--- src/hw/rtl/lsos_pkg.sv ---
// ----------------------------------------------------------------------------
// Laser scan object segmenter package
// Shared widths, register indexes, reset values and interface types.
// ----------------------------------------------------------------------------
package lsos_pkg;

    localparam int LSOS_MAX_READINGS = 361;
    localparam int LSOS_QUEUE_DEPTH  = 4;

    localparam int RANGE_W    = 16;
    localparam int IDX_W      = 9;
    localparam int CFG_ADDR_W = 3;
    localparam int CFG_DATA_W = 16;
    localparam int IN_DATA_W  = 16;
    localparam int OUT_DATA_W = 32;

    // Configuration register indexes
    localparam logic [CFG_ADDR_W-1:0] CFG_EDGE_DROP   = 3'd0;
    localparam logic [CFG_ADDR_W-1:0] CFG_NEAR_LIMIT  = 3'd1;
    localparam logic [CFG_ADDR_W-1:0] CFG_EDGE_RISE   = 3'd2;
    localparam logic [CFG_ADDR_W-1:0] CFG_FIRST_INDEX = 3'd3;
    localparam logic [CFG_ADDR_W-1:0] CFG_LAST_INDEX  = 3'd4;

    // Reset values of the configuration registers
    localparam logic [RANGE_W-1:0] RST_EDGE_DROP   = 16'd500;
    localparam logic [RANGE_W-1:0] RST_NEAR_LIMIT  = 16'd1000;
    localparam logic [RANGE_W-1:0] RST_EDGE_RISE   = 16'd500;
    localparam logic [IDX_W-1:0]   RST_FIRST_INDEX = 9'd10;
    localparam logic [IDX_W-1:0]   RST_LAST_INDEX  = 9'd350;

    typedef struct packed {
        logic [RANGE_W-1:0] edge_drop;
        logic [RANGE_W-1:0] near_limit;
        logic [RANGE_W-1:0] edge_rise;
        logic [IDX_W-1:0]   first_index;
        logic [IDX_W-1:0]   last_index;
    } lsos_cfg_t;

    // One queue entry holds everything a single reading produces.
    typedef struct packed {
        logic               obj;
        logic [IDX_W-1:0]   center_index;
        logic [RANGE_W-1:0] center_range;
        logic               fin;
    } lsos_entry_t;

endpackage

--- src/hw/rtl/lsos_back.sv ---
// ----------------------------------------------------------------------------
// Segmenter result sequencer
// Turns each queue entry into an object result, an end-of-scan result or
// both, and holds them in the output register while the receiver stalls.
// ----------------------------------------------------------------------------
module lsos_back (
    input  logic                    clk,
    input  logic                    rst_n,
    input  lsos_pkg::lsos_entry_t   head,
    input  logic                    not_empty,
    output logic                    pop,
    output logic                    out_valid,
    input  logic                    out_ready,
    output lsos_pkg::lsos_entry_t   out_item
);
    import lsos_pkg::*;

    logic           out_valid_reg, out_valid_next;
    lsos_entry_t    out_item_reg, out_item_next;
    logic           phase_reg, phase_next;
    logic           load;
    logic           emit_obj;

    assign load     = ~out_valid_reg | out_ready;
    // The object result of an entry goes out before its end-of-scan result.
    assign emit_obj = head.obj & ~phase_reg;

    always_comb
    begin
        out_valid_next = out_valid_reg;
        out_item_next  = out_item_reg;
        phase_next     = phase_reg;
        pop            = 1'b0;
        if (load)
        begin
            out_valid_next = not_empty;
            if (not_empty)
            begin
                if (emit_obj)
                begin
                    out_item_next     = head;
                    out_item_next.fin = 1'b0;
                    if (head.fin)
                    begin
                        phase_next = 1'b1;
                    end
                    else
                    begin
                        pop = 1'b1;
                    end
                end
                else
                begin
                    out_item_next.obj          = 1'b0;
                    out_item_next.center_index = '0;
                    out_item_next.center_range = '0;
                    out_item_next.fin          = 1'b1;
                    phase_next                 = 1'b0;
                    pop                        = 1'b1;
                end
            end
        end
    end

    always_ff @(posedge clk or negedge rst_n)
    begin
        if (!rst_n)
        begin
            out_valid_reg <= 1'b0;
            phase_reg     <= 1'b0;
        end
        else
        begin
            out_valid_reg <= out_valid_next;
            phase_reg     <= phase_next;
        end
    end

    always_ff @(posedge clk)
    begin
        out_item_reg <= out_item_next;
    end

    assign out_valid = out_valid_reg;
    assign out_item  = out_item_reg;

endmodule

--- config.mk ---
export PLATFORM = sky130hd
export DESIGN_NAME = lsos_back
export DESIGN_NICKNAME = d
export VERILOG_FILES = /design/src/hw/rtl/lsos_pkg.sv /design/src/hw/rtl/lsos_back.sv
export SDC_FILE = /design/constraint.sdc
export NUM_CORES = 1
export LEC_CHECK = 0
export ABC_AREA = 0
export BUFFER_PORTS_ARGS = -buffer_cell sky130_fd_sc_hd__buf_2
export CORE_AREA = 2 2 58 60
export CTS_CLUSTER_DIAMETER = 80
export DETAILED_ROUTE_END_ITERATION = 10
export DIE_AREA = 0 0 60 62
export GPL_TIMING_DRIVEN = 0
export HOLD_SLACK_MARGIN = 0.15
export PLACE_DENSITY = 0.69
export SYNTH_ARGS = -nofsm -noshare
export SYNTH_HDL_FRONTEND = slang
export SYNTH_SLANG_ARGS = --single-unit
export TNS_END_PERCENT = 1
--- constraint.sdc ---
create_clock -name clk -period 2.4 [get_ports clk]
set_input_delay 0.48 -clock clk [delete_from_list [all_inputs] [get_ports clk]]
set_output_delay 0.48 -clock clk [all_outputs]
set_load 0.005 [all_outputs]
* Word-level counts from Yosys, hierarchy flattened
Index checks and enable logic that the tools add are counted.
** Storage, ports and cells
- Register bits after elaboration :: 29
- Output and inout bits :: 29
- Word-level logic and storage cells :: 20
- Input port bits :: 31
** Cells by class
- Equality and inequality tests :: 1
- Multiplexer cells :: 7
- Bitwise gates (word level) :: 4
- Reduce and logical (&&, ||, !) cells :: 2
** Operators by type and width (count)
- 2-to-1 mux 1 bit :: 7
- AND reduction 3 bit :: 1
- inequality test 2 bit (second input constant) :: 1
- NOT 1 bit :: 2
- AND reduction 2 bit :: 1
- AND 1 bit :: 1
- OR 1 bit :: 1

* Longest topological paths before layout
- Depth in word-level cells :: 5
- Depth in mapped cells :: 4

* Least setup slack after synthesis
Ideal clock, no wire load.
- Kind :: input port to flip-flop
- From :: in out_ready
- To :: reg out_item_reg, in the netlist out_item[0] (enable)
- Slack :: 783 ps
- Path buffers :: 0
- Library setup time :: 382 ps
- Arrival time :: 1235 ps
- Cell stages on the path :: 3
- Path through :: nand2b_1 > nand2_1 > inv_1
** Between the ends
- Word-level cells in the longest chain between the ends :: 2
** RTL lines
- start: declaration :: line lsos_back.sv:13 : input logic out_ready,
- OR 1 bit :: line lsos_back.sv:24 : assign load = ~out_valid_reg | out_ready;
- AND reduction 2 bit (no source line)
- end signal: assignment :: line lsos_back.sv:81 : out_item_reg <= out_item_next;
- end: declaration :: line lsos_back.sv:19 : lsos_entry_t out_item_reg, out_item_next;
Every way passes these cells.
A chain may end at the register's enable or synchronous reset.

* Worst setup path in the final report
- From :: reg phase_reg
- To :: out pop
** Between the ends
- Word-level cells in the longest chain between the ends :: 5
** RTL lines
- start: declaration :: line lsos_back.sv:20 : logic phase_reg, phase_next;
- start signal: assignment :: line lsos_back.sv:75 : phase_reg <= phase_next;
- NOT 1 bit :: line lsos_back.sv:26 : assign emit_obj = head.obj & ~phase_reg;
- AND 1 bit :: line lsos_back.sv:26
- 2-to-1 mux 1 bit :: line lsos_back.sv:39 : if (emit_obj)
- 2-to-1 mux 1 bit :: line lsos_back.sv:37 : if (not_empty)
- 2-to-1 mux 1 bit :: line lsos_back.sv:34 : if (load)
- end: declaration :: line lsos_back.sv:11 : output logic pop,
Every way passes these cells.

==> impl_summary.md <==
Clock network
Clock-pin slew was measured on the worst setup and hold paths at 90 ps. Buffers added to address setup during post-CTS repair amount to 0. The number of clock buffers inserted by TritonCTS is 5. The number of gates resized after CTS is 0. TritonCTS built the clock tree. The insertion delay to the later sink of the worst-skew pair is 310 ps. The total number of H-tree levels is 2. Counting every sink on the clock net gives 29. No sink is reached through more buffers than the 2 on the longest clock path.

The cell sitting at the root of the clock tree is a sky130_fd_sc_hd__clkbuf_4.

Die
The placeable core area is 0.003179 mm2. The horizontal die dimension is 60 um. The die covers 0.003720 mm2.

The effective utilization at floorplan is 37.11%. In this run the count of I/O pins placed on the die edge is 60. The number of core rows is 21. The overall die height is 62 um.

STA
Subtracting the final worst setup slack from the clock period gives 1770 ps. The worst pin sits at a relative slew slack of 33.69%. The number of hold violations in the final report was 0. Setup repair after global routing left no endpoint under its margin. The max-slew violation total from the final report was 0.

The final worst-path setup slack is 630.3 ps. Setup violations remaining at the end of the flow were counted as 0. The setup clock skew after layout is 4.588 ps.

The aggregate negative setup slack is 0 ps. For the pin with the worst max-slew slack, the measured transition is 993.5 ps. The fraction of the cycle the final worst path needs is 73.74%.

The highest clock frequency the design can meet is 565.1 MHz.

Critical path
The nature of the critical path startpoint is a flop. The required time of the critical path is 1920 ps. STA puts the critical path data arrival time at 1290 ps. The type of element capturing the critical path is an output pin.

The maximum fanout encountered on the critical timing path is 10. The critical path is of the flop to output pin type.

Final layout
From synthesis to final layout, the design area changed by 34.99%. 0 antenna diodes ended up in the layout. The register with the most flip-flops in the layout has 27 of them. At the end of the flow, the number of nets in the layout was 164. The number of non-filler instances in the completed layout is 180. Cells with a size suffix above 1 make up 71.64% of the layout.

Placement
The number of cells in the design after placement is 171. The count of buffers added on input and output ports is 59. The half-perimeter wire length of the detailed placement result is 1490 um.

The final weighted congestion in routability-driven placement is 0.6216. The worst slack after detailed placement is 431.8 ps.

Drt
After detailed routing, the number of remaining DRC violations is 0. The count of nets left with antenna violations once routing finished came out at 0. The via count is 765.

The per-cell via count in the routed design is 4.250. The pre-antenna-repair detailed-routing pass consisted of 4 iterations. The routed wire length is 2059 um. In the final routed layout, each cell accounts on average for 11.44 um. The detailed router finished its first iteration with 30 violations.

Yosys
Ranked by instance count, the synthesized netlist is headed by sky130_fd_sc_hd__edfxtp_1 (27), sky130_fd_sc_hd__and2_4 (17), sky130_fd_sc_hd__and2_2 (8). The synthesized design spends more area on one cell type than any other, namely sky130_fd_sc_hd__edfxtp_1. The mean instance size in the synthesized netlist is 17.88 um2.

The sequential area share after synthesis is 72.96%. Counting flops with a built-in enable in the synthesized netlist gives 27. For this run, the leading register cell type out of synthesis is sky130_fd_sc_hd__edfxtp_1. After synthesis the netlist holds a flip-flop and latch count of 29. Ranked by total cell area, the synthesized netlist is headed by sky130_fd_sc_hd__edfxtp_1 (69%), sky130_fd_sc_hd__and2_4 (13%), sky130_fd_sc_hd__and2_2 (5.1%), sky130_fd_sc_hd__dfrtp_1 (4.2%), sky130_fd_sc_hd__buf_12 (1.7%). The fraction of synthesized cell area taken by the top area cell type is 68.72%. The post-synthesis async set-or-reset flop share is 6.897%. The number of nets in the synthesized netlist is 97. The most used standard cell by instance count after synthesis is sky130_fd_sc_hd__edfxtp_1. The netlist uses 14 different library cells. The synthesis warning total is 0. Synthesis produced 66 cells.

The area of the mapped netlist is 0.001180 mm2.

Flow run
The tool flagged a number of max-cap violations equal to 0.

Pwr
The power per unit of standard cell area is 638.5 mW/mm2. The analysis attributes to cell leakage a power of 0.7288 nW. IR analysis of the VDD net gives a maximum drop of 0.2605 mV.

Global routing
The via count of the first global-routing pass came to 695. Summed over all layers, the global routing overflow is 0. The total routing resource utilization after global routing is 11.72%. Entering global routing, the biggest net connects 28 pins.

The wire length of the first global-routing pass is 2967 um. The number of antenna violations at the first check in global routing is 0.

Outcome
The run finished with clean final reports.

Hold path
The worst min-delay path category is primary input to flop.
## layout make-up
cell class                      count  area [um2]
Buffer                              3       46.29
Clock buffer                        5       37.54
Clock inverter                      3       12.51
Fill cell                         292        1587
Inverter                            2       7.507
Multi-Input combinational cell     32       265.3
Sequential cell                    29       860.8
Tap cell                           46       57.56
Timing Repair Buffer               60       305.3
## worst paths after layout
check	depth (start not counted)	end	slack, ps	from
worst max-delay path	5	pop	630	phase_reg
worst min-delay path	2	out_valid	390	not_empty
worst max register to register	3	out_item[24]	670	out_valid
worst min register to register	1	phase_reg	550	phase_reg
max in group asynchronous	2	phase_reg	1810	rst_n
min in group asynchronous	2	out_valid	490	rst_n
## cells in the final DEF, fill, tap and decap left out
master / instances
sky130_fd_sc_hd__nand2_1: 1
sky130_fd_sc_hd__dfrtp_1: 2
sky130_fd_sc_hd__buf_8: 1
sky130_fd_sc_hd__and2_2: 8
sky130_fd_sc_hd__nor2b_4: 1
sky130_fd_sc_hd__and4_1: 1
sky130_fd_sc_hd__buf_6: 1
sky130_fd_sc_hd__buf_2: 59
sky130_fd_sc_hd__clkinv_1: 2
sky130_fd_sc_hd__buf_12: 1
sky130_fd_sc_hd__dlygate4sd3_1: 1
sky130_fd_sc_hd__a21o_2: 1
sky130_fd_sc_hd__inv_1: 2
sky130_fd_sc_hd__nand2b_1: 2
sky130_fd_sc_hd__a21oi_2: 1
sky130_fd_sc_hd__clkinv_2: 1
sky130_fd_sc_hd__edfxtp_1: 27
sky130_fd_sc_hd__clkbuf_4: 5
sky130_fd_sc_hd__and2_4: 17
## per-layer routing
layer | track usage, % | routed length, um
met5 | 0 | 0
met4 | 7.302 | 47
met3 | 6.004 | 201
met2 | 20.19 | 1069
met1 | 11.07 | 740
## what timing repair did
action                     CTS  global route
hold endpoints to repair     2             0
hold buffers                 1             0
setup endpoints to repair    0             0
## where the power goes
group	switching [mW]	leakage (nW)	internal, mW
registers	0.00915	0.289	0.595
logic	0.0584	0.410	0.0884
clock network	0.160	0.0300	0.106
total	0.228	0.729	0.789
## cells by family (layout without fill, tap and decap cells)
logic type | Yosys count | after routing | synth area share (%)
DFF | 29 | 29 | 72.96
AOI/OAI and AO/OA | 2 | 2 | 1.485
and+or+nand+nor | 30 | 30 | 21.00
buffers and inverters | 5 | 73 | 4.560
## critical path, cell delays in order (launching register included)
cell and delay, ps:
sky130_fd_sc_hd__dfrtp_1 410, sky130_fd_sc_hd__nor2b_4 120, sky130_fd_sc_hd__buf_6 140, sky130_fd_sc_hd__buf_12 130, sky130_fd_sc_hd__a21oi_2 50, sky130_fd_sc_hd__buf_2 120
## stage by stage
stage               util (%)  hold slack [ps]  total power [mW]  cell area, um2
floorplan                  -            184.4            0.6980            1180
global placement       48.21            264.7            0.7609            1533
detailed placement     48.21            270.0            0.7644            1533
CTS                    50.10            371.3             1.032            1593
global route           50.10            384.4             1.073            1593
finish                 50.10            387.4             1.017            1593
Power figures use the tool's default switching activity.
