File: src/hw/rtl/lsos_pkg.sv
// ----------------------------------------------------------------------------
// Laser scan object segmenter package
// Shared widths, register indexes, reset values and interface types.
// ----------------------------------------------------------------------------
package lsos_pkg;

    localparam int LSOS_MAX_READINGS = 361;
    localparam int LSOS_QUEUE_DEPTH  = 4;

    localparam int RANGE_W    = 16;
    localparam int IDX_W      = 9;
    localparam int CFG_ADDR_W = 3;
    localparam int CFG_DATA_W = 16;
    localparam int IN_DATA_W  = 16;
    localparam int OUT_DATA_W = 32;

    // Configuration register indexes
    localparam logic [CFG_ADDR_W-1:0] CFG_EDGE_DROP   = 3'd0;
    localparam logic [CFG_ADDR_W-1:0] CFG_NEAR_LIMIT  = 3'd1;
    localparam logic [CFG_ADDR_W-1:0] CFG_EDGE_RISE   = 3'd2;
    localparam logic [CFG_ADDR_W-1:0] CFG_FIRST_INDEX = 3'd3;
    localparam logic [CFG_ADDR_W-1:0] CFG_LAST_INDEX  = 3'd4;

    // Reset values of the configuration registers
    localparam logic [RANGE_W-1:0] RST_EDGE_DROP   = 16'd500;
    localparam logic [RANGE_W-1:0] RST_NEAR_LIMIT  = 16'd1000;
    localparam logic [RANGE_W-1:0] RST_EDGE_RISE   = 16'd500;
    localparam logic [IDX_W-1:0]   RST_FIRST_INDEX = 9'd10;
    localparam logic [IDX_W-1:0]   RST_LAST_INDEX  = 9'd350;

    typedef struct packed {
        logic [RANGE_W-1:0] edge_drop;
        logic [RANGE_W-1:0] near_limit;
        logic [RANGE_W-1:0] edge_rise;
        logic [IDX_W-1:0]   first_index;
        logic [IDX_W-1:0]   last_index;
    } lsos_cfg_t;

    // One queue entry holds everything a single reading produces.
    typedef struct packed {
        logic               obj;
        logic [IDX_W-1:0]   center_index;
        logic [RANGE_W-1:0] center_range;
        logic               fin;
    } lsos_entry_t;

endpackage

File: src/hw/rtl/lsos_queue.sv
// ----------------------------------------------------------------------------
// Segmenter entry queue
// Small FIFO that decouples the front end from the result sequencer.
// ----------------------------------------------------------------------------
module lsos_queue #(
    parameter int QUEUE_DEPTH = lsos_pkg::LSOS_QUEUE_DEPTH
) (
    input  logic                              clk,
    input  logic                              rst_n,
    input  logic                              push,
    input  lsos_pkg::lsos_entry_t             push_entry,
    input  logic                              pop,
    output lsos_pkg::lsos_entry_t             head,
    output logic                              not_empty,
    output logic [$clog2(QUEUE_DEPTH+1)-1:0]  level
);
    import lsos_pkg::*;

    localparam int PW = (QUEUE_DEPTH > 1) ? $clog2(QUEUE_DEPTH) : 1;
    localparam int LW = $clog2(QUEUE_DEPTH + 1);

    lsos_entry_t    slots [QUEUE_DEPTH];
    logic [PW-1:0]  wr_ptr_reg, wr_ptr_next;
    logic [PW-1:0]  rd_ptr_reg, rd_ptr_next;
    logic [LW-1:0]  level_reg, level_next;
    logic           do_pop;

    assign do_pop = pop & (level_reg != '0);

    always_comb
    begin
        wr_ptr_next = wr_ptr_reg;
        rd_ptr_next = rd_ptr_reg;
        level_next  = level_reg;
        if (push)
        begin
            wr_ptr_next = (wr_ptr_reg == PW'(QUEUE_DEPTH - 1)) ? '0 : wr_ptr_reg + PW'(1);
        end
        if (do_pop)
        begin
            rd_ptr_next = (rd_ptr_reg == PW'(QUEUE_DEPTH - 1)) ? '0 : rd_ptr_reg + PW'(1);
        end
        if (push & ~do_pop)
        begin
            level_next = level_reg + LW'(1);
        end
        else if (do_pop & ~push)
        begin
            level_next = level_reg - LW'(1);
        end
    end

    always_ff @(posedge clk or negedge rst_n)
    begin
        if (!rst_n)
        begin
            wr_ptr_reg <= '0;
            rd_ptr_reg <= '0;
            level_reg  <= '0;
        end
        else
        begin
            wr_ptr_reg <= wr_ptr_next;
            rd_ptr_reg <= rd_ptr_next;
            level_reg  <= level_next;
        end
    end

    always_ff @(posedge clk)
    begin
        if (push)
        begin
            slots[wr_ptr_reg] <= push_entry;
        end
    end

    assign head      = slots[rd_ptr_reg];
    assign not_empty = level_reg != '0;
    assign level     = level_reg;

endmodule

File: config.mk
export PLATFORM = sky130hd
export DESIGN_NAME = lsos_queue
export DESIGN_NICKNAME = d
export VERILOG_FILES = /design/src/hw/rtl/lsos_pkg.sv /design/src/hw/rtl/lsos_queue.sv
export SDC_FILE = /design/constraint.sdc
export NUM_CORES = 1
export LEC_CHECK = 0
export BUFFER_PORTS_ARGS = -buffer_cell sky130_fd_sc_hd__buf_2
export CAP_MARGIN = 20
export CORE_ASPECT_RATIO = 0.5
export CORE_UTILIZATION = 60
export CTS_CLUSTER_SIZE = 20
export DETAILED_ROUTE_END_ITERATION = 8
export GPL_ROUTABILITY_DRIVEN = 0
export PLACE_DENSITY = 0.83
export SETUP_SLACK_MARGIN = 0.2
export SLEW_MARGIN = 20
export SYNTH_ARGS = -nofsm -noshare
export SYNTH_HDL_FRONTEND = slang
export SYNTH_SLANG_ARGS = --single-unit
File: constraint.sdc
create_clock -name clk -period 5 [get_ports clk]
set_input_delay 0 -clock clk [delete_from_list [all_inputs] [get_ports clk]]
set_output_delay 0 -clock clk [all_outputs]
set_load 0.02 [all_outputs]
; Word-level counts from Yosys, hierarchy flattened
; Memory sizes are Yosys's and may differ from the RTL's.
; Index checks and enable logic that the tools add are counted.
[totals]
reg_bits = 7
ramBits = 108
in_bits = 31
output_inout_bits = 31
word_cells = 23
n_memories = 1
[classes]
addsub = 4
n_eq_ne = 2
n_mux = 6
bitwise_logic = 5
n_reduce_logical = 2
[memory_table]
columns = name, words, word_bits, read_ports, rd_ports_with_merged_regs, write_ports, line
row1 = slots, 4, 27, 1, 0, 1, lsos_queue.sv:22  ; lsos_entry_t slots [QUEUE_DEPTH];
[ops]
columns = operator, n
row1 = 3-bit 2-to-1 mux, 2
row2 = 2-bit by 1-bit adder with 2-bit output (second input constant), 2
row3 = 2-bit equality test (second input constant), 2
row4 = 2-bit 2-to-1 mux, 2
row5 = 3-bit by 1-bit adder with 3-bit output (second input constant), 1
row6 = 1-bit AND, 3
row7 = 3-bit nonzero test, 1
row8 = 3-bit by 1-bit subtractor with 3-bit output (second input constant), 1
row9 = 1-bit 2-to-1 mux, 2
row10 = 1-bit inverter, 2
row11 = 2-bit nonzero test, 1

; Longest topological paths before layout
; Gate-level depths: netlist (run 1).
[logic_depth]
ltp_word = 5
mapped_depth = 8
ltp_nobuf = 8

; Worst setup path after synthesis (run 1)
; OpenSTA, ideal clock, no wires.
[synth_path]
kind = register -> register
startpoint = reg level_reg[0], in the netlist level[0]
endpoint = reg level_reg[2], in the netlist level[2]
setup_time_ns = 0.080
arrival_ns = 2.063
required_ns = 4.920
slack_ns = 2.858
stages_incl_launch_ff = 9
path_buffers = 0
period_less_slack_ns = 2.142
path_cell_list = dfrtp_1 or3_4 nand2_1 ha_1 inv_1 fa_1 xor2_1 nor2_1 xor2_1
[synth_via]
elab_chain_len = 5
elab_cells_between_ends = 10
classes_between = add/sub: 2 / mux: 2 / bitwise: 4 / reduce/logical: 2
[synth_rtl]
columns = item, line
row1 = start: declaration, lsos_queue.sv:25  ; logic [LW-1:0] level_reg, level_next;
row2 = start signal: assignment, lsos_queue.sv:65  ; level_reg <= level_next;
row3 = 3-bit nonzero test *, --
row4 = named net not_empty, lsos_queue.sv:14  ; output logic not_empty,
row5 = 1-bit AND *, lsos_queue.sv:28  ; assign do_pop = pop & (level_reg != '0);
row6 = 1-bit inverter, lsos_queue.sv:43  ; if (push & ~do_pop)
row7 = 1-bit AND, lsos_queue.sv:43
row8 = 3-bit 2-to-1 mux or 2-bit nonzero test (tied branches), --
; Mark *: on every way through the listed nets, which the timed path passes. The rest lies on a longest branch. The select of a mux whose other input is x is not followed.
; A chain may end at the register's enable or synchronous reset.

==> summary.md, run 1 <==
In this run the remaining antenna-violating nets after routing total 0. The die is 122.0 um wide. Hold timing on the final database bottoms out at a slack of 0.3494 ns. A synthesized cell averages 24.40 um^2. Summing over every cut layer, the via total after detailed routing is 2205. The warning count from the yosys run came out at 0.

Clock-pin transition on the worst setup and hold timing paths: 0.05 ns. The clock arrives with 0.006414 ns of skew. The tools report the post-synth design cell area as 4319 um^2.

The tools report the origin of the worst min-delay path as push_entry[7]. TritonCTS built the clock tree. The setup path with the least slack is of type register to primary output. The routed wirelength normalized by instance count works out to 22.67 um.

In the global route stage, overall resource usage came out at 26.04%. Once the floorplan was initialized, standard cells occupied 63.22% of the core. For the initial antenna violation count, the log shows 0. The tools report the die area as 7563 um^2. The sum of negative setup slack is 0 ns. After synthesis, the share of flip-flops with an asynchronous set or reset is 6.087%. The adder-cell area share of the yosys netlist came out at 2.202%. CTS placed an instance of clkbuf_16 at the clock tree root.

In this run the tightest slew margin relative to its limit is 37.02%. The filler cells instantiated in the layout total 315. Of all cell types, the one taking the most synthesized area is edfxtp_1. The synthesized netlist contains 19 unique library cells.

In this run, post-CTS repair resized a total of 0 instances. The run gives 2296 as the number of global-route vias before repair. After layout, the worst path uses 44.39% of the clock period. The worst path needs 2.219 ns of the cycle, external delays included.

The critical path goes through mux4_1 > buf_2. The detailed router finished its first iteration with 171 violations. The logs give 0 for the count of final hold-check violations and 4 for the total number of H-tree levels. Largest net degree at the start of global routing: 31. Core outline area: 6832 um^2.

The reg2reg setup slack was 2.84 ns; the area growth from synthesis to layout was 30.42%. The tree built by TritonCTS fans out to 115 sinks. On the critical path, the stage with the largest delay is an instance of dfrtp_2.

The routed via count divided by cell count works out to 5.625. The worst setup path is launched from a register. The XOR/XNOR share of the synthesized area is 0.6083%.

The number of violations of the max-capacitance limit is 0. The placement-stage worst setup slack is 2.839 ns. The first global-routing pass estimated 12.99 mm of wire.

The later pin in the worst-skew pair is clocked with a latency of 0.40 ns. Yosys mapped a number of flops with a built-in enable equal to 108. On the worst path, the slowest cell contributes a delay of 0.97 ns. The most used flip-flop cell after synthesis is edfxtp_1. Leakage power total: 2.047 nW. Cell count after synthesis: 177. Sorting the synthesized cells by area gives the leading types as edfxtp_1 (75%), mux4_2 (14%), dfrtp_1 (4.1%), ha_1 (1.7%), mux2_2 (0.78%). Area share of the largest cell type after synthesis: 75.09%. The sequential cell area fraction in the yosys report was 79.14%. After synthesis, the most frequently instantiated cells are edfxtp_1 (108), mux4_2 (26), dfrtp_1 (7), ha_1 (6), and2_1 (4).

The estimated wirelength of the detail-placed design is 4.248 mm, and the number of instances on the worst hold path is 2. The repair_antennas step left the layout with diodes totalling 0. Summed over all layers, the routed wires come to 8.888 mm. In the final layout, the share of cells above drive strength 1 is 41.00%. The number of pins with negative max-slew slack in the final report came out at 0. The clock passes through at most 2 buffers. The most used standard cell by instance count after synthesis is edfxtp_1. Of all nets on the critical path, the largest fanout is 30. Power comes to 0.003538 W. The endpoint of the worst hold path was slots[2][7]. For the worst setup path, the data required time is 5.00 ns.

Share of cell area taken by muxes after synthesis: 14.95%. The worst-case IR drop observed on VDD is 0.4293 mV. In this run the power density over the cells is 628.1 nW/um^2. The tools report the source of the worst register-to-register timing path as level[0]. In this run, synthesis produced a sequential element count of 115. The run finished with clean final reports. Row generation in the floorplan step produced 21 rows.

The run gives 2.781 ns as the minimum setup slack in the final design. Setup repair after global routing left no endpoint under its margin. In this run the worst hold path is classified as input pin to register. At the pin with the least slew margin, the transition time is 0.9447 ns. The count of buffers from port buffering came out at 61. Compound-cell area share of the yosys netlist: 0.2317%.

After synthesis, the largest family of logic cells by area is multiplexers. The total CTS buffers is 17. The height of the die was 62.00 um. For this design the top-level I/O count stands at 62. Data on the critical path arrives at its endpoint at 2.22 ns. After global routing the overflow that remains totals 0. Counting cells, the worst reg-to-reg path comes to 8. After routing the design area is 5633 um^2.

The run gives 325 as the number of nets in the final layout. The number of iterations in the first detailed-routing pass was 4. The tools report the capturing point of the worst reg2reg path as level[2]. Of the total synthesized cell area, the portion taken by AND, OR, NAND and NOR gates is 1.362%. The number of nets produced by synthesis came out at 215. STA classifies the critical path endpoint as a primary output. In the routed design, unresolved DRC markers number 0. The placement-stage cell area is 4725 um^2, and the flip-flop count of the largest register after layout is 108. Timing would allow up to 0.4506 GHz. Setup violations remaining at the end of the flow were counted as 0.
-- report_power, final --
group          switching [W]  internal [W]
logic               0.000517      0.000416
registers           0.000129       0.00125
clock network       0.000408      0.000822
total                0.00105       0.00248
-- critical path, delay by kind of cell, from the launching register on --
family	cells	cell delay, ns
mux	1	0.66
buf+inv	1	0.18
flops	1	0.97
-- through the flow --
step / util [%] / instances
final: 82.45 / 392
after global routing: 82.45 / 392
after CTS: 82.45 / 392
after detailed placement: 69.16 / 329
after global placement: 69.16 / 329
after floorplan: - / 177
-- per-layer routing --
metal  up-vias  wire length [um]  global-route usage, %
met2       116              4564                  44.23
met3        24               608                  7.208
li1        958                 -                      -
met5         -                 0                      0
met1      1107              3411                  31.34
met4         0               304                  15.52
-- cells in the final DEF (no fill, tap or decap), drive strengths merged --
master / n
clkinv: 7
dlygate4sd3: 31
xnor2: 1
clkbuf: 19
mux4: 27
fa: 1
bufinv: 4
clkinvlp: 2
nand2: 3
or3: 1
ha: 6
nor2: 3
and2: 4
o21ai: 2
mux2: 3
edfxtp: 108
xor2: 2
dfrtp: 7
buf: 66
inv: 3
-- worst max path at each step --
stage,to,from,depth (start not counted)
3_3_place_gp,level[2],level[0],8
6_report,head[24],rd_ptr_reg[0],2
3_5_place_dp,level[2],level[0],8
4_1_cts,head[24],rd_ptr_reg[0],2
5_1_grt,head[24],rd_ptr_reg[0],2
2_1_floorplan,level[2],level[0],8
-- kinds of logic after synthesis --
kind of cell | count (synthesis)
buffers and inverters | 9
AND/OR/NAND/NOR | 11
adder cells (fa/ha/maj) | 7
XOR/XNOR | 3
multiplexers | 30
AO/OA/AOI/OAI | 2
flip-flops | 115
-- timing repair --
item	in CTS	in global routing
setup buffers	0	0
hold buffers	31	0
endpoints found under the hold margin	119	0
-- area by class of cell --
| class | instances | area (um^2) | area share, % |
|---|---|---|---|
| Clock buffer | 19 | 432.9 | 7.685 |
| Clock inverter | 13 | 165.2 | 2.932 |
| Inverter | 3 | 11.26 | 0.1999 |
| Multi-Input combinational cell | 53 | 835.8 | 14.84 |
| Sequential cell | 115 | 3420 | 60.71 |
| Tap cell | 92 | 115.1 | 2.044 |
| Timing Repair Buffer | 97 | 653.1 | 11.59 |
Note: power is estimated with default switching activity, not from simulation.
==> inputs of run 2 (changes only) <==
Settings changed: CORE_UTILIZATION 60 to 56, PLACE_DENSITY 0.83 to 0.78.
Clock period 5 ns to 2.2 ns, I/O delays scaled along.
==> run 2 against run 1 <==
Largest power group unchanged. Register-to-register slack worse by 2.6 ns. Largest cell class unchanged. Critical endpoint is now level[2]. Worst setup slack got worse by 2.6 ns. Clock skew is 0.0015 ns higher. Non-clock buffer count rose by 8. First-iteration DRC count decreased by 30%. Global-route usage down 1.1 points. Via count is 3.5% higher.
==> summary.md, run 2 (same netlist as run 1, synthesis figures left out) <==
The cell count of the worst reg-to-reg path is 8 (unchanged). Reg2reg setup slack: 0.23 ns (-2.61 ns). The maximum resistive drop on vdd is 1.012 mV (+140%), and the site row count is 22 (+4.8%). The number of sinks on the clock net was 115 (unchanged). The startpoint identified for the worst hold timing path is push_entry[18]. The run finished with clean final reports.

The tools report the core outline area as 7405 um^2 (+8.4%). The depth of the critical timing path with buffers and inverters included works out to 8 (+6). The required time reported for the critical path endpoint was 2.52 ns (-2.48 ns). The estimated wirelength of the detail-placed design was 4.581 mm (+7.8%); the filler cell count was 390 (+24%). The tools report the startpoint type of the worst setup path as a register. Initial core utilization: 58.33% (-4.9 points). The fraction of layout instances using a drive strength above 1 is 44.48% (+3.5 points), and the routed via count divided by cell count is 5.649 (+0.42%). Number of primary I/O pins: 62 (unchanged). The logs give 24.96% (-1.1 points) for the global-route usage over all layers and 0 (unchanged) for the remaining number of nets flagged by the antenna check after routing.

The arrival time at the worst endpoint was 2.29 ns (+0.07 ns). The number of buffer and inverter instances along the worst setup path came out at 1 (unchanged). Type of the most critical hold path: input pin to register. The height of the die was 64.10 um (+3.4%).

The number of antenna diodes is 0 (unchanged), and the number of iterations in the first detailed-routing pass is 4 (unchanged). Delay of the slowest cell on the worst path: 0.43 ns (-0.54 ns). Based on the critical path, the design can be clocked at up to 0.5076 GHz. Number of global-route vias before repair: 2469 (+7.5%).

The clock tree root buffer cell was clkbuf_16. The tools report the count of final hold-check violations as 0 (unchanged). Traced cell by cell, the critical path runs through or3_4 > nand2_4 > ha_4 > inv_2 > fa_2 > xor2_1 > nor2_1 > xor2_1.

The count of placed standard cells in the final layout, fillers left out is 404 (+3.1%). The routed wirelength normalized by instance count was 21.97 um (-3.1%); the initial DRC count was 120 (-30%). The share of the clock period used by the worst path is 89.54%.

The run gives 29.4% (+3.0 points) as the fraction of power consumed by combinational cells. In this run the critical register-to-register path is launched from level[1]. The sum of negative setup slack is 0 ns (unchanged), and the leakage power total is 2.087 nW (+1.9%). TritonCTS built the clock tree. The number of buffers on the longest clock path is 2 (unchanged).

The number of violations of the max-capacitance limit came out at 0 (unchanged). The die outline width is 126.2 um (+3.5%). From synthesis to final layout, the design area changed by 32.88%.

The critical path's most frequent cell is xor2_1. The sum of overflow across all layers after global routing came out at 0 (unchanged). The number of pins with negative max-slew slack in the final report is 0 (unchanged).

Setup repair after global routing could not meet its margin everywhere. The actual transition at the worst max-transition pin is 0.4353 ns (-0.5094 ns). The clock-pin transition on the worst setup and hold timing paths came out at 0.05 ns (about the same). The nature of the critical path endpoint is a register.

The fraction of power spent switching nets is 29.51% (-0.29 points). Power density over the cells: 1421 nW/um^2 (+130%). The part of the power in the clock network came out at 34.0% (-0.8 points). The maximum fanout count along the critical path was 4 (-87%); the cell-internal power was 0.005748 W (+130%). In this design, the largest share of critical-path delay is due to simple AND/OR/NAND/NOR gates. The count of buffers from port buffering is 61 (unchanged), and the clock skew is 0.007894 ns (+0.001479 ns). The initial antenna violation count is 0 (unchanged). In this run the worst setup path terminates at level[2].

The setup path with the least slack is of type register to register. The routed wire length was 8.876 mm (-0.14%); the time the worst path needs with I/O delays and setup was 1.970 ns. Slowest stage cell on the critical path: dfrtp_2.

The run gives 0 (unchanged) as the count of unresolved DRC violations after routing. The final-report setup violation count came out at 0 (unchanged). The run gives 0.41 ns (about the same) as the later-pin clock latency in the skew report. The run gives 36.5% (-2.3 points) as the sequential share of power.

For the net load switching power, the log shows 0.002407 W (+130%). The first-pass GRT wire length is 13.48 mm (+3.8%), and the total design power is 0.008155 W (+130%). The timing startpoint of the critical path is level[1]. The endpoint identified for the worst register-to-register timing path is level[2]. The top cell types in the final layout, fill and taps aside, are edfxtp_1 (108), buf_2 (61), dlygate4sd3_1 (31). The run gives 70.98% (+34 points) as the worst slew slack as a fraction of its limit. The die area was 8089 um^2 (+7.0%). The commonest non-fill, non-tap cell in the layout was edfxtp_1. For the via total after detailed routing, the log shows 2282 (+3.5%). The instance count after placement with tap cells included is 339 (+3.0%).

The run gives 22 (-29%) as the largest net degree at the start of global routing. The logs give 333 (+2.5%) for the number of nets in the final layout and 4 (unchanged) for the total number of H-tree levels. Total CTS buffers: 17 (unchanged).

Flip-flop count of the largest register after layout: 108 (unchanged).
[run 2: cell types whose count changed in the layout (fill, tap and decap cells not counted), moves of 2 or more]
cell / previous run / this run
dfrtp_2: 1 / 4
dfrtp_1: 6 / 3
clkinv_2: 3 / 1
clkbuf_1: 2 / 4
buf_4: 5 / 12
[run 2: how the worst min path moves through the flow]
stage                         end  slack (ns)  cells past startpoint
CTS                  slots[1][18]        0.33                      2
floorplan                level[0]       -0.30                      0
finish               slots[2][18]        0.34                      2
global route         slots[2][21]        0.33                      2
detailed placement  rd_ptr_reg[1]       -0.15                      1
global placement         level[0]       -0.16                      1
[run 2: what timing repair did]
item | CTS | global route
buffers inserted | 0 | 2
endpoints found under the hold margin | 119 | 0
hold buffers | 31 | 0
resized for setup | 0 | 1
endpoints found under the setup margin | 0 | 1
[run 2: metal layers]
layer / global-route usage (%) / routed length, um
met1: 30.37 / 3680
met2: 38.67 / 4459
met3: 9.548 / 526
met4: 15.06 / 209
met5: 0 / 0
[run 2: cell type report]
| type | instances | area [um^2] | area share (%) |
|---|---|---|---|
| clock buffers | 21 | 440.4 | 7.674 |
| clock inverters | 11 | 160.2 | 2.791 |
| inverters | 3 | 11.26 | 0.1962 |
| multi-input cells | 53 | 858.3 | 14.96 |
| flip-flops and latches | 115 | 3423 | 59.65 |
| well taps | 96 | 120.1 | 2.093 |
| repair buffers | 105 | 725.7 | 12.64 |
[run 2: power groups by stage]
stage	combinational [W]	clock [W]	sequential, W
3_5_place_dp	0.00230	0	0.00301
2_1_floorplan	0.00161	0	0.00301
4_1_cts	0.00240	0.00281	0.00299
5_1_grt	0.00256	0.00293	0.00300
6_report	0.00240	0.00278	0.00298
3_3_place_gp	0.00225	0	0.00297
[run 2: stage by stage]
step / instance area, um^2 / setup WS [ns] / utilization [%] / hold WS [ns]
final: 5739 / 0.2301 / 77.51 / 0.3378
after floorplan: 4345 / 0.2314 / - / -0.2956
after global placement: 4813 / 0.3125 / 65.01 / -0.1625
after CTS: 5724 / 0.2100 / 77.31 / 0.3302
after detailed placement: 4813 / 0.2244 / 65.01 / -0.1540
after global routing: 5739 / 0.1742 / 77.51 / 0.3308
==> inputs of run 3 (changes only) <==
Settings changed: CORE_UTILIZATION 56 to 30, PLACE_DENSITY 0.78 to unset, REMOVE_ABC_BUFFERS set to 1.
==> run 3 against run 2 <==
Die area rose by 84%. Clock skew fell by 0.00068 ns. Worst setup slack improved by 0.041 ns. Global-route usage fell by 14 points. Largest power group unchanged.
==> summary.md, run 3 (same netlist as run 1, synthesis figures left out) <==
The total number of H-tree levels came out at 4 (unchanged). The final cell area excluding filler cells was 5819 um^2 (+1.4%); the area growth from synthesis to layout was 34.73%. The delay of the slowest cell on the worst path is 0.40 ns (-0.03 ns), and the maximum resistive drop on vdd is 0.6995 mV (-31%). The run gives 0 (unchanged) as the sum of overflow across all layers after global routing. STA classifies the critical path endpoint as a register. The height of the die was 86.85 um (+35%). The estimated wirelength of the detail-placed design was 4.550 mm (-0.66%). The run gives 0 (unchanged) as the number of violations of the max-capacitance limit.

The number of pins with negative max-slew slack in the final report was 0 (unchanged). The count of unresolved DRC violations after routing came out at 0 (unchanged). The worst setup path is launched from a register. The die area is 14910 um^2 (+84%), and the placement-stage worst setup slack is 0.03905 ns (-0.1854 ns).

The total design power is 0.007932 W (-2.7%), and the clock-pin transition on the worst setup and hold timing paths is 0.05 ns (about the same). The number of buffers on the longest clock path was 2 (unchanged); the maximum fanout count along the critical path was 3 (-1). In this run the worst hold path is classified as input pin to register. The run gives 2247 (-9.0%) as the number of global-route vias before repair. Commonest non-fill, non-tap cell in the layout: edfxtp_1. The count of buffers from port buffering came out at 61 (unchanged).

The share of the clock period used by the worst path came out at 87.70% (-1.8 points). The fraction of layout instances using a drive strength above 1 works out to 44.26% (-0.22 points). The largest net degree at the start of global routing was 28 (+27%).

The later-pin clock latency in the skew report is 0.40 ns (about the same), and the number of iterations in the first detailed-routing pass is 4 (unchanged). The worst slew slack as a fraction of its limit was 72.07% (+1.1 points). The tools report the first-pass GRT wire length as 11.53 mm (-14%).

The tools report the number of antenna diodes as 0 (unchanged). Leaving out fill and tap cells, the most frequent cells in the layout are edfxtp_1 (108), buf_2 (61), dlygate4sd3_1 (31). Leakage power total: 2.064 nW (-1.1%). The tools report the count of final hold-check violations as 0 (unchanged). The flip-flop count of the largest register after layout is 108 (unchanged), and the number of instances on the worst hold path is 2 (unchanged). The number of buffer and inverter instances along the worst setup path works out to 1 (unchanged). The slowest stage of the critical path is the dfrtp_2 cell. Routed via count divided by cell count: 4.225 (-25%). Walking the worst path, the cells encountered are or3_4 > nand2_4 > ha_4 > inv_1 > fa_2 > xor2_1 > nor2_1 > xor2_1.

For the number of nets in the final layout, the log shows 330 (-0.90%). Power density over the cells: 1363 nW/um^2 (-4.1%). Upper clock frequency limit: 0.5183 GHz (+2.1%). The clock tree root buffer cell was clkbuf_16. The clock skew is 0.007216 ns (-0.0006776 ns), and the number of sinks on the clock net is 115 (unchanged). The initial DRC count was 98 (-18%); the sum of negative setup slack was 0 ns (unchanged). The depth of the critical timing path with buffers and inverters included works out to 8 (unchanged).

The arrival time at the worst endpoint was 2.25 ns (-0.04 ns); the routed wirelength normalized by instance count was 15.35 um (-30%). The core outline area came out at 13810 um^2 (+87%). The run gives 17 (unchanged) as the total CTS buffers. TritonCTS built the clock tree.

The minimum setup slack in the final design is 0.2707 ns (+0.04059 ns). The logs give 62 (unchanged) for the number of primary I/O pins and 0 (unchanged) for the final-report setup violation count. The actual transition at the worst max-transition pin is 0.4190 ns (-0.01628 ns). The critical path's most frequent cell is xor2_1.

Time the worst path needs with I/O delays and setup: 1.929 ns (-0.04059 ns). The die outline width was 171.7 um (+36%); the initial core utilization was 31.27% (-27 points). The placement-stage cell area is 4877 um^2 (+1.3%), and the site row count is 30 (+36%). The required time reported for the critical path endpoint came out at 2.52 ns (about the same). The tools report the global-route usage over all layers as 10.89% (-14 points).

Cell count of the worst reg-to-reg path: 8 (unchanged). The via total after detailed routing came out at 2100 (-8.0%). The run finished with clean final reports.

The tools report the initial antenna violation count as 0 (unchanged). The critical path is of the register to register type. The run gives 0 (unchanged) as the remaining number of nets flagged by the antenna check after routing. The tools report the routed wire length as 7.630 mm (-14%). Setup repair after global routing could not meet its margin everywhere. The kind of cell adding the most delay to the critical path was simple AND/OR/NAND/NOR gates.
==> run 3: cell count changes in the layout (fill, tap and decap cells not counted), moves of 2 or more <==
| cell | change |
|---|---|
| clkinvlp_4 | +2 |
| bufinv_16 | -2 |
| clkbuf_1 | -2 |
| dfrtp_2 | -2 |
| clkinv_2 | +2 |
| clkinv_1 | -2 |
| dfrtp_1 | +2 |
| buf_4 | -4 |
==> run 3: power by group <==
part / internal, W / switching [W]
combinational: 0.00106 / 0.00128
clock: 0.00166 / 0.000941
sequential: 0.00283 / 0.000164
total: 0.00555 / 0.00238
==> run 3: cell type report <==
class	count	area, um^2
fill	1236	7994
sequential	115	3421
multi-input combinational	53	858.3
timing repair buffer	102	720.7
clock buffer	19	432.9
tap	192	240.2
clock inverter	13	135.1
inverter	3	11.26
==> run 3: final timing paths <==
kind / from / end / slack, ns
hold / removal: push_entry[4] / slots[3][4] / 0.35
hold reg to reg: level[2] / level[2] / 0.51
max in group asynchronous: rst_n / rd_ptr_reg[0] / 1.36
min in group asynchronous: rst_n / level[1] / 0.57
setup reg to reg: level[0] / level[2] / 0.27
setup / recovery: level[0] / level[2] / 0.27
==> run 3: timing repair <==
item                       4_1_cts  5_1_grt
setup buffers                    2        0
hold buffers                    31        0
hold endpoints to repair       119        0
setup endpoints to repair        2        2
pin swaps                        0        3
resized for setup                5        1
cloned                           0        1
==> run 3: metal layers <==
| layer | routed length, um | track usage, % | part of all wire, % | vias to the layer above |
|---|---|---|---|---|
| li1 | - | - | - | 971 |
| met5 | 0 | 0 | 0 | - |
| met4 | 82 | 4.383 | 1.1 | 0 |
| met2 | 3954 | 18.48 | 52 | 33 |
| met1 | 3359 | 12.80 | 44 | 1088 |
| met3 | 234 | 3.744 | 3.1 | 8 |
==> run 3: stage by stage <==
stage          utilization (%)  hold slack, ns  cells
2_1_floorplan                -         -0.2956    171
3_3_place_gp             35.31         -0.1657    431
3_5_place_dp             35.31         -0.1568    431
4_1_cts                  41.93          0.3384    496
5_1_grt                  42.13          0.3320    497
6_report                 42.13          0.3494    497
